**config.mk**
```make
export PLATFORM = sky130hd
export DESIGN_NAME = slot_id_level_detector
export DESIGN_NICKNAME = d
export VERILOG_FILES = /design/src/rtl/sidld_pkg.sv /design/src/rtl/slot_id_level_detector.sv /design/src/rtl/sidld_classify.sv
export SDC_FILE = /design/constraint.sdc
export NUM_CORES = 1
export LEC_CHECK = 0
export ABC_AREA = 1
export BUFFER_PORTS_ARGS = -buffer_cell sky130_fd_sc_hd__buf_2
export CORE_ASPECT_RATIO = 0.75
export CORE_MARGIN = 3
export CORE_UTILIZATION = 50
export DETAILED_ROUTE_END_ITERATION = 12
export HOLD_SLACK_MARGIN = 0.06
export PLACE_DENSITY = 0.68
export SYNTH_ARGS = -nofsm -noshare
export SYNTH_HDL_FRONTEND = slang
export SYNTH_SLANG_ARGS = --single-unit
```
**constraint.sdc**
```tcl
create_clock -name aclk -period 12 [get_ports aclk]
set_input_delay 1.8 -clock aclk [delete_from_list [all_inputs] [get_ports aclk]]
set_output_delay 1.8 -clock aclk [all_outputs]
set_load 0.03 [all_outputs]
```
**src/rtl/sidld_pkg.sv**
```systemverilog
// Shared types, constants and the reference level table for the slot ID
// level detector. No dependencies.
`timescale 1ns / 1ps
`default_nettype none

package sidld_pkg;

    localparam int LEVEL_COUNT_DEFAULT = 10;
    localparam int GROUP_SIZE_DEFAULT  = 4;
    localparam int LEVEL_TABLE_DEPTH   = 10;

    localparam int SAMPLE_W = 12;
    localparam int CODE_W   = 4;

    localparam logic [SAMPLE_W-1:0] WINDOW_RESET = 12'd128;
    localparam logic [CODE_W-1:0]   CODE_NONE    = 4'd0;

    typedef struct packed {
        logic [SAMPLE_W-1:0] filtered_value;
        logic [CODE_W-1:0]   level_code;
    } sidld_result_t;

    // Reference level of a 0-based level index; levels past the table read 0.
    function automatic logic [SAMPLE_W-1:0] level_ref(input logic [CODE_W-1:0] idx);
        logic [SAMPLE_W-1:0] ref_value;
        case (idx)
            4'd0:    ref_value = 12'h0F7;
            4'd1:    ref_value = 12'h1EF;
            4'd2:    ref_value = 12'h2E7;
            4'd3:    ref_value = 12'h3DF;
            4'd4:    ref_value = 12'h4D8;
            4'd5:    ref_value = 12'h5D0;
            4'd6:    ref_value = 12'h6C8;
            4'd7:    ref_value = 12'h7C0;
            4'd8:    ref_value = 12'h8B9;
            4'd9:    ref_value = 12'h9B1;
            default: ref_value = '0;
        endcase
        return ref_value;
    endfunction

endpackage

`default_nettype wire

```
**src/rtl/slot_id_level_detector.sv**
```systemverilog
// Slot ID level detector top level: input register, classify logic, group
// tracking and result register. Depends on sidld_pkg and sidld_classify.
// The input register feeds the result register, which drives m_tdata/m_tuser.
// Throughput: one sample set per cycle while m_tready takes results; while a
// result waits the input register takes one more transaction, then s_tready drops.
// Reset (aresetn low, synchronous): pipeline empty, groups cleared, window 128.
`timescale 1ns / 1ps
`default_nettype none

module slot_id_level_detector #(
    parameter int LEVEL_COUNT = sidld_pkg::LEVEL_COUNT_DEFAULT,
    parameter int GROUP_SIZE  = sidld_pkg::GROUP_SIZE_DEFAULT
) (
    input  wire logic        aclk,
    input  wire logic        aresetn,

    input  wire logic        cfg_valid,
    output logic             cfg_ready,
    input  wire logic [11:0] cfg_data,    // window_half_width

    input  wire logic        s_tvalid,
    output logic             s_tready,
    input  wire logic [47:0] s_tdata,     // sample_a, sample_b, sample_c, sample_d

    output logic             m_tvalid,
    input  wire logic        m_tready,
    output logic [23:0]      m_tdata,     // filtered_value, level_code, slot_id, zero pad
    output logic             m_tuser      // id_valid
);

    localparam int SW    = sidld_pkg::SAMPLE_W;
    localparam int CW    = sidld_pkg::CODE_W;
    localparam int POS_W = $clog2(GROUP_SIZE);

    logic [SW-1:0]     window_reg;
    logic [4*SW-1:0]   in_data_reg;
    logic              in_valid_reg, in_valid_next;
    logic              out_valid_reg, out_valid_next;
    logic [SW-1:0]     out_value_reg;
    logic [CW-1:0]     out_code_reg;
    logic              out_locked_reg;
    logic [CW-1:0]     out_slot_reg;

    logic [POS_W-1:0]  pos_reg, pos_next;
    logic [CW-1:0]     first_reg, first_next;
    logic              all_eq_reg, all_eq_next;
    logic              locked_reg, locked_next;
    logic [CW-1:0]     slot_reg, slot_next;

    logic              s_accept, advance, out_free;
    sidld_pkg::sidld_result_t cls;

    assign cfg_ready = 1'b1;

    assign out_free  = !out_valid_reg || m_tready;
    assign advance   = in_valid_reg && out_free;
    assign s_tready  = !in_valid_reg || advance;
    assign s_accept  = s_tvalid && s_tready;

    sidld_classify #(
        .LEVEL_COUNT(LEVEL_COUNT)
    ) u_classify (
        .sample_a          (in_data_reg[SW-1:0]),
        .sample_b          (in_data_reg[2*SW-1:SW]),
        .sample_c          (in_data_reg[3*SW-1:2*SW]),
        .sample_d          (in_data_reg[4*SW-1:3*SW]),
        .window_half_width (window_reg),
        .result            (cls)
    );

    always_comb begin
        in_valid_next = in_valid_reg;
        if (s_accept) begin
            in_valid_next = 1'b1;
        end else if (advance) begin
            in_valid_next = 1'b0;
        end
        out_valid_next = out_valid_reg;
        if (advance) begin
            out_valid_next = 1'b1;
        end else if (m_tready) begin
            out_valid_next = 1'b0;
        end
    end

    // group tracking, frozen once locked
    always_comb begin
        pos_next    = pos_reg;
        first_next  = first_reg;
        all_eq_next = all_eq_reg;
        locked_next = locked_reg;
        slot_next   = slot_reg;
        if (advance && !locked_reg) begin
            if (pos_reg == '0) begin
                first_next  = cls.level_code;
                all_eq_next = 1'b1;
            end else if (cls.level_code != first_reg) begin
                all_eq_next = 1'b0;
            end
            if (pos_reg == POS_W'(GROUP_SIZE - 1)) begin
                pos_next = '0;
                if (all_eq_next && first_next != sidld_pkg::CODE_NONE) begin
                    locked_next = 1'b1;
                    slot_next   = first_next;
                end
            end else begin
                pos_next = pos_reg + POS_W'(1);
            end
        end
    end

    always_ff @(posedge aclk) begin
        if (!aresetn) begin
            window_reg    <= sidld_pkg::WINDOW_RESET;
            in_valid_reg  <= 1'b0;
            out_valid_reg <= 1'b0;
            pos_reg       <= '0;
            first_reg     <= sidld_pkg::CODE_NONE;
            all_eq_reg    <= 1'b1;
            locked_reg    <= 1'b0;
            slot_reg      <= sidld_pkg::CODE_NONE;
        end else begin
            if (cfg_valid && cfg_ready) begin
                window_reg <= cfg_data;
            end
            in_valid_reg  <= in_valid_next;
            out_valid_reg <= out_valid_next;
            pos_reg       <= pos_next;
            first_reg     <= first_next;
            all_eq_reg    <= all_eq_next;
            locked_reg    <= locked_next;
            slot_reg      <= slot_next;
        end
    end

    always_ff @(posedge aclk) begin
        if (s_accept) begin
            in_data_reg <= s_tdata;
        end
        if (advance) begin
            out_value_reg  <= cls.filtered_value;
            out_code_reg   <= cls.level_code;
            out_locked_reg <= locked_next;
            out_slot_reg   <= slot_next;
        end
    end

    assign m_tvalid = out_valid_reg;
    assign m_tdata  = {4'b0000, out_slot_reg, out_code_reg, out_value_reg};
    assign m_tuser  = out_locked_reg;

endmodule

`default_nettype wire

```
**src/rtl/sidld_classify.sv**
```systemverilog
// Median-of-four filter and windowed level match for one sample set.
// Depends on sidld_pkg.
`timescale 1ns / 1ps
`default_nettype none

module sidld_classify #(
    parameter int LEVEL_COUNT = sidld_pkg::LEVEL_COUNT_DEFAULT
) (
    input  wire logic [sidld_pkg::SAMPLE_W-1:0] sample_a,
    input  wire logic [sidld_pkg::SAMPLE_W-1:0] sample_b,
    input  wire logic [sidld_pkg::SAMPLE_W-1:0] sample_c,
    input  wire logic [sidld_pkg::SAMPLE_W-1:0] sample_d,
    input  wire logic [sidld_pkg::SAMPLE_W-1:0] window_half_width,
    output sidld_pkg::sidld_result_t            result
);

    localparam int SW = sidld_pkg::SAMPLE_W;
    localparam int CW = sidld_pkg::CODE_W;

    logic [SW-1:0]      max_ab, max_cd, min_ab, min_cd, hi, lo;
    logic [SW+1:0]      sum_all;
    logic [SW+1:0]      mid_sum;
    logic [SW-1:0]      filtered;
    logic [LEVEL_COUNT-1:0] hit;
    logic [CW-1:0]      code;

    // drop one largest and one smallest, halve the rest
    always_comb begin
        max_ab  = (sample_a > sample_b) ? sample_a : sample_b;
        min_ab  = (sample_a > sample_b) ? sample_b : sample_a;
        max_cd  = (sample_c > sample_d) ? sample_c : sample_d;
        min_cd  = (sample_c > sample_d) ? sample_d : sample_c;
        hi      = (max_ab > max_cd) ? max_ab : max_cd;
        lo      = (min_ab < min_cd) ? min_ab : min_cd;
        sum_all = {2'b00, sample_a} + {2'b00, sample_b}
                + {2'b00, sample_c} + {2'b00, sample_d};
        mid_sum = sum_all - {2'b00, hi} - {2'b00, lo};
        filtered = mid_sum[SW:1];
    end

    always_comb begin
        for (int i = 0; i < LEVEL_COUNT; i++) begin
            logic [SW-1:0] ref_value;
            logic [SW:0]   upper;
            logic [SW-1:0] lower;
            ref_value = sidld_pkg::level_ref(CW'(i));
            upper     = {1'b0, ref_value} + {1'b0, window_half_width};
            lower     = (ref_value > window_half_width) ? ref_value - window_half_width : '0;
            hit[i]    = ({1'b0, filtered} <= upper) && (filtered >= lower);
        end
    end

    // first matching level wins
    always_comb begin
        code = sidld_pkg::CODE_NONE;
        for (int i = LEVEL_COUNT - 1; i >= 0; i--) begin
            if (hit[i]) begin
                code = CW'(i + 1);
            end
        end
    end

    assign result.filtered_value = filtered;
    assign result.level_code     = code;

endmodule

`default_nettype wire

```
**Word-level counts from Yosys, hierarchy flattened**

Index checks and enable logic that the tools add are counted.

- Register bits after elaboration: 95
- Bits of input ports: 65
- Output and inout port bits: 28
- Word-level logic and storage cells: 140

- $add $sub $neg: 26
- Order comparisons: 34
- Equality and inequality tests: 2
- Mux-type cells: 42
- Reduce and logical (&&, ||, !) cells: 23

Operator list:

| cell | count |
|---|---|
| $mux W12 | 16 |
| $le A12 B13 Y1 | 10 |
| $ge A12 B12 Y1 | 10 |
| $mux W4 | 15 |
| $add A11 B12 Y13 const A | 4 |
| $gt A11 B12 Y1 const A | 4 |
| $sub A11 B12 Y12 const A | 4 |
| $gt A12 B12 Y1 | 3 |
| $add A10 B12 Y13 const A | 2 |
| $add A12 B12 Y13 const A | 2 |
| $add A13 B12 Y13 | 2 |
| $sub A13 B12 Y13 | 2 |
| $gt A10 B12 Y1 const A | 2 |
| $gt A12 B12 Y1 const A | 2 |
| $sub A10 B12 Y12 const A | 2 |
| $sub A12 B12 Y12 const A | 2 |
| $logic_and A1 B1 Y1 | 14 |
| $add A12 B12 Y13 | 1 |
| $add A8 B12 Y13 const A | 1 |
| $add A9 B12 Y13 const A | 1 |
| $gt A8 B12 Y1 const A | 1 |
| $gt A9 B12 Y1 const A | 1 |
| $lt A12 B12 Y1 | 1 |
| $sub A8 B12 Y12 const A | 1 |
| 11 further kinds | 24 |

**Longest topological paths before layout**

Gate-level depths: netlist of the first run.

- Word-level depth: 26
- Mapped depth: 64
- Gate-level depth less buffers: 61

**By module**

A second synthesis of the first run with hierarchy kept.

- Cell total of the unflattened synthesis: 2,103
- Area, all modules: 14,929.3 sq um

By module, submodules not included:

| module | instances | cells each | area each (sq um) | seq. area each (sq um) |
|---|---|---|---|---|
| sidld_classify | 1 | 1,860 | 11,614.9 | 0.0 |
| slot_id_level_detector | 1 | 243 | 3,314.4 | 2,592.5 |

**Least setup slack after synthesis of the first run**

Ideal clock, no wire load.

- Path kind: register to register
- From: register in_data_reg[23]
- To: register out_slot_reg[0] (data pin)
- Library setup time: 251 ps
- Data arrival time: 8,917 ps
- Data required time: 11,749 ps
- Slack: 2,832 ps
- Stages on the path, launching flop included: 57
- Path buffers: 3
- Clock period less this slack: 9,168 ps
- Path through: edfxtp_1 inv_1 ha_1 nand2_1 inv_1 nand3_1 nor3_1 nand3b_1 nand2_1 clkbuf_1 clkbuf_1 nor2_1 a21oi_1 ha_1 a21oi_1 nor2_1 a211oi_1 o21ai_0 [... 21 more ...] nand2_1 nand3_1 nand2_1 nand2_1 nand3_1 nand2_1 nor2_2 nand2_2 nand2_1 nand2_1 nor2_1 nand2_1 nor2_2 nand2_2 a21oi_4 nand3_1 nand2_1 inv_1

RTL lines:

| item | RTL line | RTL |
|---|---|---|
| start: declaration | slot_id_level_detector.sv:36 | `logic [4*SW-1:0] in_data_reg;` |
| start signal: assignment | slot_id_level_detector.sv:138 | `in_data_reg <= s_tdata;` |
| end signal: assignment | slot_id_level_detector.sv:144 | `out_slot_reg <= slot_next;` |
| end: declaration | slot_id_level_detector.sv:42 | `logic [CW-1:0] out_slot_reg;` |

==> impl_metrics.py, run 1 <==
metrics = {
    "clock_tree": {
        "max-clock-path-buffers": 2,
        "cts_tree": "built",
        "clock_latency_ns": 0.40,
        "path_clk_slew_ns": 0.08,
        "htreeDepth": 3,
        "numCtsBuffers": 9,
        "cts_sinks": 95,
        "clock-root-buffer": "clkbuf_16",
        "cts-hold-fix-buffers": 0,
    },
    "synth": {
        "synthSimpleGateAreaFrac_pct": 29.4,
        "syn_avg_cell_area_um2": 6.74,
        "syn_area_um2": 15400,
        "yosysSeqAreaShare_pct": 16.8,
        "synth_cell_types": 59,
        "synthMostInstantiatedCell": "nand2_1",
        "async_reset_ff_share_pct": 0,
        "synth_fa_ha_area_share_pct": 26.9,
        "yosys_warnings": 0,
        "synth_flop_cell": "edfxtp_1",
        "syn-instance-count": 2292,
        "synthTopCellsByArea": "ha_1 21%, nand2_1 16%, edfxtp_1 13%, inv_1 6.9%, fa_1 6.1%",
        "muxShareOfSynthArea_pct": 0,
        "yosysTopAreaCellShare_pct": 20.8,
        "synth-compound-area-share_pct": 12.8,
        "synth_edf_count": 69,
        "yosys.area.top_type": "ha_1",
        "synth_top_family_by_area": "simple AND/OR/NAND/NOR gates",
        "synth-xor-area-share_pct": 4.20,
        "ys_ff_latch": 95,
        "synth_common_cells": "660 x nand2_1, 283 x inv_1, 257 x ha_1",
    },
    "hold_path": {
        "hp-class": "reg2reg",
    },
    "grt": {
        "grt_pass1_vias": 14300,
        "grt_usage_pct": 35.4,
        "overflow": 0,
        "grt_pass1_wl_mm": 87.9,
        "grt_max_degree": 49,
        "antenna_found_initial": 2,
    },
    "final_layout": {
        "layout.nets": 2735,
        "fill_cells": 3011,
        "fin_area_um2": 16700,
        "multiInputGateArea_um2": 11400,
        "drive_gt1_share_pct": 9.70,
        "fin_util_pct": 55.2,
        "diodes": 0,
        "area.sequential_um2": 2590,
        "syn_to_final_growth_pct": 8.27,
        "largest_reg_flops": 48,
    },
    "sta": {
        "fmax_mhz": 89.1,
        "timing.hold.ws_ns": 0.479,
        "finalCritPeriodShare_pct": 93.6,
        "max_slew.worst_pin.slew_ns": 1.06,
        "relSlewSlack_pct": 29.5,
        "rsz0062_at_grt": "no",
        "finalSetupTns_ns": 0,
        "clock_skew_ns": 0.0244,
        "hold_viol": 0,
        "finalCriticalPeriod_ns": 11.23,
        "setup_violations": 0,
        "slew_viol_final": 0,
    },
    "worst_setup_path": {
        "cp_top_family": "simple AND/OR/NAND/NOR gates",
        "worstPathMaxFanout": 25,
        "critPathCaptureType": "flip-flop",
        "worstPathArrival_ns": 11.38,
        "timing.critical_path.mode_cell": "nand2_1",
        "startpoint_type": "flip-flop",
        "crit_buf_inv": 11,
        "slowest_stage": "nor3_1",
        "required_ns": 12.15,
        "critical_path_class": "reg2reg",
        "critical_path.max_stage_delay_ns": 0.69,
    },
    "floorplan": {
        "placement_rows": 55,
        "dieHeight_um": 158,
        "die_w_um": 209,
        "die_area_um2": 33000,
        "ios": 93,
        "core_area_um2": 30300,
        "start_util_pct": 51.0,
    },
    "detailed_routing": {
        "routed_wl_mm": 59.2,
        "drt_iter0_drc": 1888,
        "ant_nets": 0,
        "dr_total_vias": 16000,
        "avgRoutedWirePerCell_um": 21.4,
        "vias_per_cell": 5.79,
        "dr.pass1.iters": 6,
        "remaining_drc_errors": 0,
    },
    "job": {
        "cap_violations": 0,
    },
    "placed_design": {
        "dp_hpwl_mm": 47.1,
        "portBuffers": 87,
        "dpl_cell_area_um2": 16400,
        "gp_congestion": 1.03,
    },
    "run_status": {
        "status": "completed",
    },
}
[tightest hold or removal path, stage by stage (launching register included)]
cell and delay [ns]:
dfxtp_1 0.32, inv_1 0.07, a21oi_1 0.05
[cells in the final DEF (no fill, tap or decap), drive strengths merged, types with 2 or more instances in the layout]
cell type / n
nand2: 674
inv: 315
ha: 257
nor2: 178
o21ai: 171
a21oi: 149
nand3: 134
buf: 122
edfxtp: 69
xor2: 63
fa: 47
nor3: 35
dfxtp: 26
nand4: 26
a211oi: 14
or2: 13
xnor2: 11
nand3b: 9
clkbuf: 9
o211ai: 9
clkinv: 7
conb: 6
a21boi: 5
a31oi: 4
o2111ai: 2
o21a: 2
nor3b: 2
[layer usage]
layer | share of wire (%) | up-vias | GRT usage (%)
met3 | 14 | 75 | 14.0
li1 | - | 7654 | -
met2 | 36 | 850 | 44.9
met5 | 0.044 | - | 0
met1 | 48 | 7452 | 55.2
met4 | 1.4 | 4 | 6.79
[cell families after synthesis]
family                   Yosys count
XOR/XNOR                          74
other                              2
buffers and inverters            378
adder cells (fa/ha/maj)          304
flip-flops                        95
AND/OR/NAND/NOR                 1074
AO/OA/AOI/OAI                    365
[worst paths after layout]
path / startpoint / end / slack, ns / cells after the start
max: in_data_reg[23]$_DFFE_PP_ / out_slot_reg[0]$_DFFE_PP_ / 0.77 / 53
min: pos_reg[1]$_SDFFE_PN0P_ / pos_reg[1]$_SDFFE_PN0P_ / 0.48 / 2
max reg2reg: in_data_reg[23]$_DFFE_PP_ / out_slot_reg[0]$_DFFE_PP_ / 0.77 / 53
min reg2reg: pos_reg[1]$_SDFFE_PN0P_ / pos_reg[1]$_SDFFE_PN0P_ / 0.48 / 2
[what timing repair did]
item	CTS	global route
gates resized for setup	0	6
buffers inserted	0	0
setup endpoints to repair	0	11
[stage by stage]
| stage | setup slack (ns) | std cells |
|---|---|---|
| floorplan | 2.83 | 2296 |
| global placement | 0.864 | 2754 |
| detailed placement | 0.752 | 2754 |
| CTS | 0.688 | 2770 |
| global route | 0.0182 | 2770 |
| finish | 0.772 | 2770 |
[area by class of cell]
cell class / count / area share [%]
clock inverter: 7 / 0.486
inverter: 315 / 7.12
sequential: 95 / 15.5
clock buffer: 9 / 1.35
timing repair buffer: 122 / 4.18
tap: 399 / 2.99
multi-input combinational: 1823 / 68.4
Power of run 1 is left out: the tool's default activity adds up to more than one toggle a clock period on the data nets, which glitch-free logic cannot reach.
==> inputs of run 2 (changes only) <==
--- a/config.mk
+++ b/config.mk
@@ -7,12 +7,14 @@
 export LEC_CHECK = 0
 export ABC_AREA = 1
 export BUFFER_PORTS_ARGS = -buffer_cell sky130_fd_sc_hd__buf_2
+export CELL_PAD_IN_SITES_DETAIL_PLACEMENT = 1
+export CELL_PAD_IN_SITES_GLOBAL_PLACEMENT = 2
 export CORE_ASPECT_RATIO = 0.75
 export CORE_MARGIN = 3
-export CORE_UTILIZATION = 50
+export CORE_UTILIZATION = 36
 export DETAILED_ROUTE_END_ITERATION = 12
 export HOLD_SLACK_MARGIN = 0.06
-export PLACE_DENSITY = 0.68
+export PLACE_DENSITY_LB_ADDON = 0.1
 export SYNTH_ARGS = -nofsm -noshare
 export SYNTH_HDL_FRONTEND = slang
 export SYNTH_SLANG_ARGS = --single-unit
==> impl_metrics.py, run 2 (synthesis gave the netlist of run 1 again) <==
metrics = {
    "floorplan": {
        "start_util_pct": 36.6,
        "placement_rows": 65,
        "die_area_um2": 45400,
        "core_area_um2": 42200,
        "ios": 93,
        "die_w_um": 245,
        "dieHeight_um": 185,
    },
    "detailed_routing": {
        "drt_iter0_drc": 1298,
        "vias_per_cell": 5.42,
        "remaining_drc_errors": 0,
        "avgRoutedWirePerCell_um": 22.4,
        "routed_wl_mm": 65.9,
        "dr.pass1.iters": 5,
        "ant_nets": 0,
        "dr_total_vias": 15900,
    },
    "final_layout": {
        "final_cell_mix": "658 x nand2_1, 282 x inv_1, 257 x ha_1",
        "largest_reg_flops": 48,
        "diodes": 0,
        "layout.nets": 2734,
        "drive_gt1_share_pct": 9.66,
        "mostFrequentLayoutCell": "nand2_1",
        "fin_util_pct": 40.0,
        "fill_cells": 5498,
        "syn_to_final_growth_pct": 9.47,
    },
    "grt": {
        "grt_pass1_vias": 15700,
        "grt_max_degree": 49,
        "grt_usage_pct": 29.1,
        "grt_pass1_wl_mm": 98.1,
        "antenna_found_initial": 1,
        "overflow": 0,
    },
    "sta": {
        "max_slew.worst_pin.slew_ns": 1.18,
        "clock_skew_ns": 0.0121,
        "hold_viol": 0,
        "slew_viol_final": 0,
        "finalCritPeriodShare_pct": 93.2,
        "setup_violations": 0,
        "finalSetupTns_ns": 0,
        "rsz0062_at_grt": "no",
        "finalCriticalPeriod_ns": 11.19,
        "layout_setup_ws_ns": 0.811,
        "relSlewSlack_pct": 21.3,
        "fmax_mhz": 89.4,
    },
    "clock_tree": {
        "path_clk_slew_ns": 0.08,
        "max-clock-path-buffers": 2,
        "clock-root-buffer": "clkbuf_16",
        "cts_sinks": 95,
        "htreeDepth": 3,
        "clock_latency_ns": 0.40,
        "numCtsBuffers": 9,
        "cts_tree": "built",
    },
    "placed_design": {
        "gp_congestion": 0.972,
        "portBuffers": 87,
        "dp_hpwl_mm": 51.9,
        "dp_slack_ns": 0.526,
    },
    "worst_setup_path": {
        "startpoint_type": "flip-flop",
        "slowest_stage": "fa_1",
        "worstPathArrival_ns": 11.34,
        "timing.critical_path.mode_cell": "nand2_1",
        "critical_path_class": "reg2reg",
        "critical_path.max_stage_delay_ns": 0.55,
        "critPathCaptureType": "flip-flop",
        "required_ns": 12.15,
        "worstPathMaxFanout": 27,
    },
    "run_status": {
        "status": "completed",
    },
    "hold_path": {
        "hp-class": "reg2reg",
    },
    "job": {
        "cap_violations": 0,
    },
}
==> run 2: changes by cell type in the layout (fill, tap and decap cells not counted), sizes merged <==
cell,previous run,this run
buf,122,121
clkbuf,9,10
clkinv,7,6
==> run 2: worst paths after layout <==
kind,start,to,slack (ns),depth (start not counted)
worst max-delay path,in_data_reg[23]$_DFFE_PP_,out_slot_reg[2]$_DFFE_PP_,0.81,57
worst min-delay path,locked_reg$_SDFF_PN0_,locked_reg$_SDFF_PN0_,0.49,2
worst max register to register,in_data_reg[23]$_DFFE_PP_,out_slot_reg[2]$_DFFE_PP_,0.81,57
worst min register to register,locked_reg$_SDFF_PN0_,locked_reg$_SDFF_PN0_,0.49,2
==> run 2: final cells by class <==
| type | count | area, um2 | area share (%) |
|---|---|---|---|
| multi-input combinational | 1823 | 11400 | 67.6 |
| sequential | 95 | 2590 | 15.3 |
| inverter | 315 | 1190 | 7.04 |
| tap | 569 | 712 | 4.21 |
| timing repair buffer | 121 | 691 | 4.09 |
| clock buffer | 10 | 239 | 1.41 |
| clock inverter | 6 | 60.1 | 0.355 |
==> run 2: through the flow <==
step | std cells | area (um2) | hold slack [ns]
finish | 2939 | 16900 | 0.486
global placement | 2921 | 16600 | 0.465
CTS | 2937 | 16900 | 0.485
floorplan | 2296 | 15500 | 0.441
detailed placement | 2921 | 16600 | 0.474
global route | 2939 | 16900 | 0.515
==> run 2: what timing repair did <==
item,CTS,global route
hold buffers,0,0
resized for setup,0,3
setup buffers,0,2
setup endpoints to repair,0,12
==> run 2: per-layer routing <==
| metal | GRT usage [%] | share of wire (%) | wire length [um] | up-vias |
|---|---|---|---|---|
| met3 | 6.80 | 8.4 | 5530 | 65 |
| met1 | 43.9 | 50 | 33100 | 7718 |
| met2 | 41.1 | 40 | 26100 | 484 |
| li1 | - | - | - | 7649 |
| met5 | 0 | 0.020 | 13 | - |
| met4 | 7.22 | 1.9 | 1250 | 2 |
==> run 2: worst max-delay path: cells and delay by family (launching register included) <==
kind	cells	cell delay, ns
and+or+nand+nor	26	3.45
adders and majority gates	8	2.71
AOI/OAI and AO/OA	11	2.40
buffers and inverters	11	1.76
DFF	1	0.44
xor gates and xnor gates	1	0.13
Power of run 2 is left out for the same reason.
==> inputs of run 3 (changes only) <==
--- a/config.mk
+++ b/config.mk
@@ -12,6 +12,7 @@
 export CORE_ASPECT_RATIO = 0.75
 export CORE_MARGIN = 3
 export CORE_UTILIZATION = 36
+export CTS_BUF_LIST = sky130_fd_sc_hd__clkbuf_4
 export DETAILED_ROUTE_END_ITERATION = 12
 export HOLD_SLACK_MARGIN = 0.06
 export PLACE_DENSITY_LB_ADDON = 0.1
==> impl_metrics.py, run 3 (synthesis gave the netlist of run 1 again) <==
metrics = {
    "placed_design": {
        "portBuffers": 87,
        "dp_hpwl_mm": 51.9,
        "gp_congestion": 0.972,
        "dp_slack_ns": 0.526,
    },
    "detailed_routing": {
        "routed_wl_mm": 65.8,
        "dr_total_vias": 16000,
        "dr.pass1.iters": 6,
        "ant_nets": 0,
        "vias_per_cell": 5.43,
        "drt_iter0_drc": 1233,
        "avgRoutedWirePerCell_um": 22.4,
        "remaining_drc_errors": 0,
    },
    "hold_path": {
        "holdPathEnd": "locked_reg$_SDFF_PN0_",
        "worstHoldStart": "locked_reg$_SDFF_PN0_",
        "hp-class": "reg2reg",
        "hold_depth": 2,
    },
    "worst_setup_path": {
        "critPathCaptureType": "flip-flop",
        "worstPathMaxFanout": 27,
        "startpoint": "in_data_reg[23]$_DFFE_PP_",
        "ff2ff_path_depth": 57,
        "worstPathArrival_ns": 11.66,
        "required_ns": 12.38,
        "critical_path_class": "reg2reg",
        "r2r_end": "out_slot_reg[2]$_DFFE_PP_",
        "timing.critical_path.mode_cell": "nand2_1",
        "ff2ff_setup_slack_ns": 0.71,
        "r2r-start": "in_data_reg[23]$_DFFE_PP_",
        "critical_path.max_stage_delay_ns": 0.55,
        "startpoint_type": "flip-flop",
        "slowest_stage": "fa_1",
    },
    "grt": {
        "grt_pass1_wl_mm": 98.0,
        "grt_usage_pct": 29.0,
        "antenna_found_initial": 2,
        "grt_pass1_vias": 15700,
        "overflow": 0,
        "grt_max_degree": 49,
    },
    "sta": {
        "clock_skew_ns": 0.0256,
        "slew_viol_final": 0,
        "setup_violations": 0,
        "finalSetupTns_ns": 0,
        "rsz0062_at_grt": "no",
        "finalCritPeriodShare_pct": 94.0,
        "layout_setup_ws_ns": 0.715,
        "max_slew.worst_pin.slew_ns": 1.20,
        "finalCriticalPeriod_ns": 11.29,
        "hold_viol": 0,
        "relSlewSlack_pct": 19.7,
        "fmax_mhz": 88.6,
    },
    "clock_tree": {
        "clock_latency_ns": 0.60,
        "path_clk_slew_ns": 0.18,
        "numCtsBuffers": 9,
        "clock-root-buffer": "clkbuf_4",
        "max-clock-path-buffers": 2,
        "cts_sinks": 95,
        "cts_tree": "built",
        "htreeDepth": 3,
    },
    "floorplan": {
        "die_w_um": 245,
        "ios": 93,
        "placement_rows": 65,
        "die_area_um2": 45400,
        "dieHeight_um": 185,
        "core_area_um2": 42200,
        "start_util_pct": 36.6,
    },
    "final_layout": {
        "largest_reg_flops": 48,
        "drive_gt1_share_pct": 9.62,
        "final_cell_mix": "658 x nand2_1, 282 x inv_1, 257 x ha_1",
        "mostFrequentLayoutCell": "nand2_1",
        "syn_to_final_growth_pct": 8.40,
        "layout.nets": 2734,
    },
    "job": {
        "cap_violations": 0,
    },
    "run_status": {
        "status": "completed",
    },
}
==> run 3: changes by cell type in the layout (fill, tap and decap cells not counted) <==
cell       delta
clkbuf_4      +9
clkbuf_16     -9
diode_2       +1
clkinv_1      +1
clkbuf_8      -1
==> run 3: what timing repair did <==
action                     in CTS  in global routing
resized for setup               0                  3
setup buffers                   0                  2
setup endpoints to repair       0                 12
hold buffers                    0                  0
==> run 3: layout make-up <==
class,count,area (um2)
timing repair buffer,121,691
clock inverter,7,63.8
sequential,95,2590
tap,569,712
antenna,1,2.50
clock buffer,9,67.6
inverter,315,1190
multi-input combinational,1823,11400
fill,5516,25500
==> run 3: how the worst max path moves through the flow <==
stage          cells past startpoint  slack [ns]                   endpoint
3_5_place_dp                      54        0.53  out_slot_reg[1]$_DFFE_PP_
4_1_cts                           54        0.47  out_slot_reg[2]$_DFFE_PP_
6_report                          57        0.71  out_slot_reg[2]$_DFFE_PP_
2_1_floorplan                     56        2.83  out_slot_reg[0]$_DFFE_PP_
3_3_place_gp                      54        0.68  out_slot_reg[0]$_DFFE_PP_
5_1_grt                           56        0.05  out_slot_reg[3]$_DFFE_PP_
==> run 3: critical path: cells and delay by family, from the launching register on <==
kind	cells	cell delay (ns)
AND/OR/NAND/NOR	26	3.48
XOR/XNOR	1	0.13
adder cells (fa/ha/maj)	8	2.72
flip-flops	1	0.49
AO/OA/AOI/OAI	11	2.43
buffers and inverters	11	1.77
==> run 3: metal layers <==
layer	vias to the layer above	wire (um)	part of all wire, %	global-route usage, %
li1	7649	-	-	-
met1	7791	33400	51	43.9
met2	443	26100	40	41.0
met3	69	5170	7.8	6.96
met4	2	1170	1.8	6.73
met5	-	13	0.020	0
==> run 3: stage by stage <==
stage	instance area, um2	util (%)	hold WS [ns]	instances
floorplan	15500	-	0.441	2296
CTS	16700	39.6	0.496	2937
detailed placement	16600	39.3	0.474	2921
finish	16700	39.7	0.496	2940
global route	16700	39.7	0.536	2940
global placement	16600	39.3	0.465	2921
Power of run 3 is left out for the same reason.
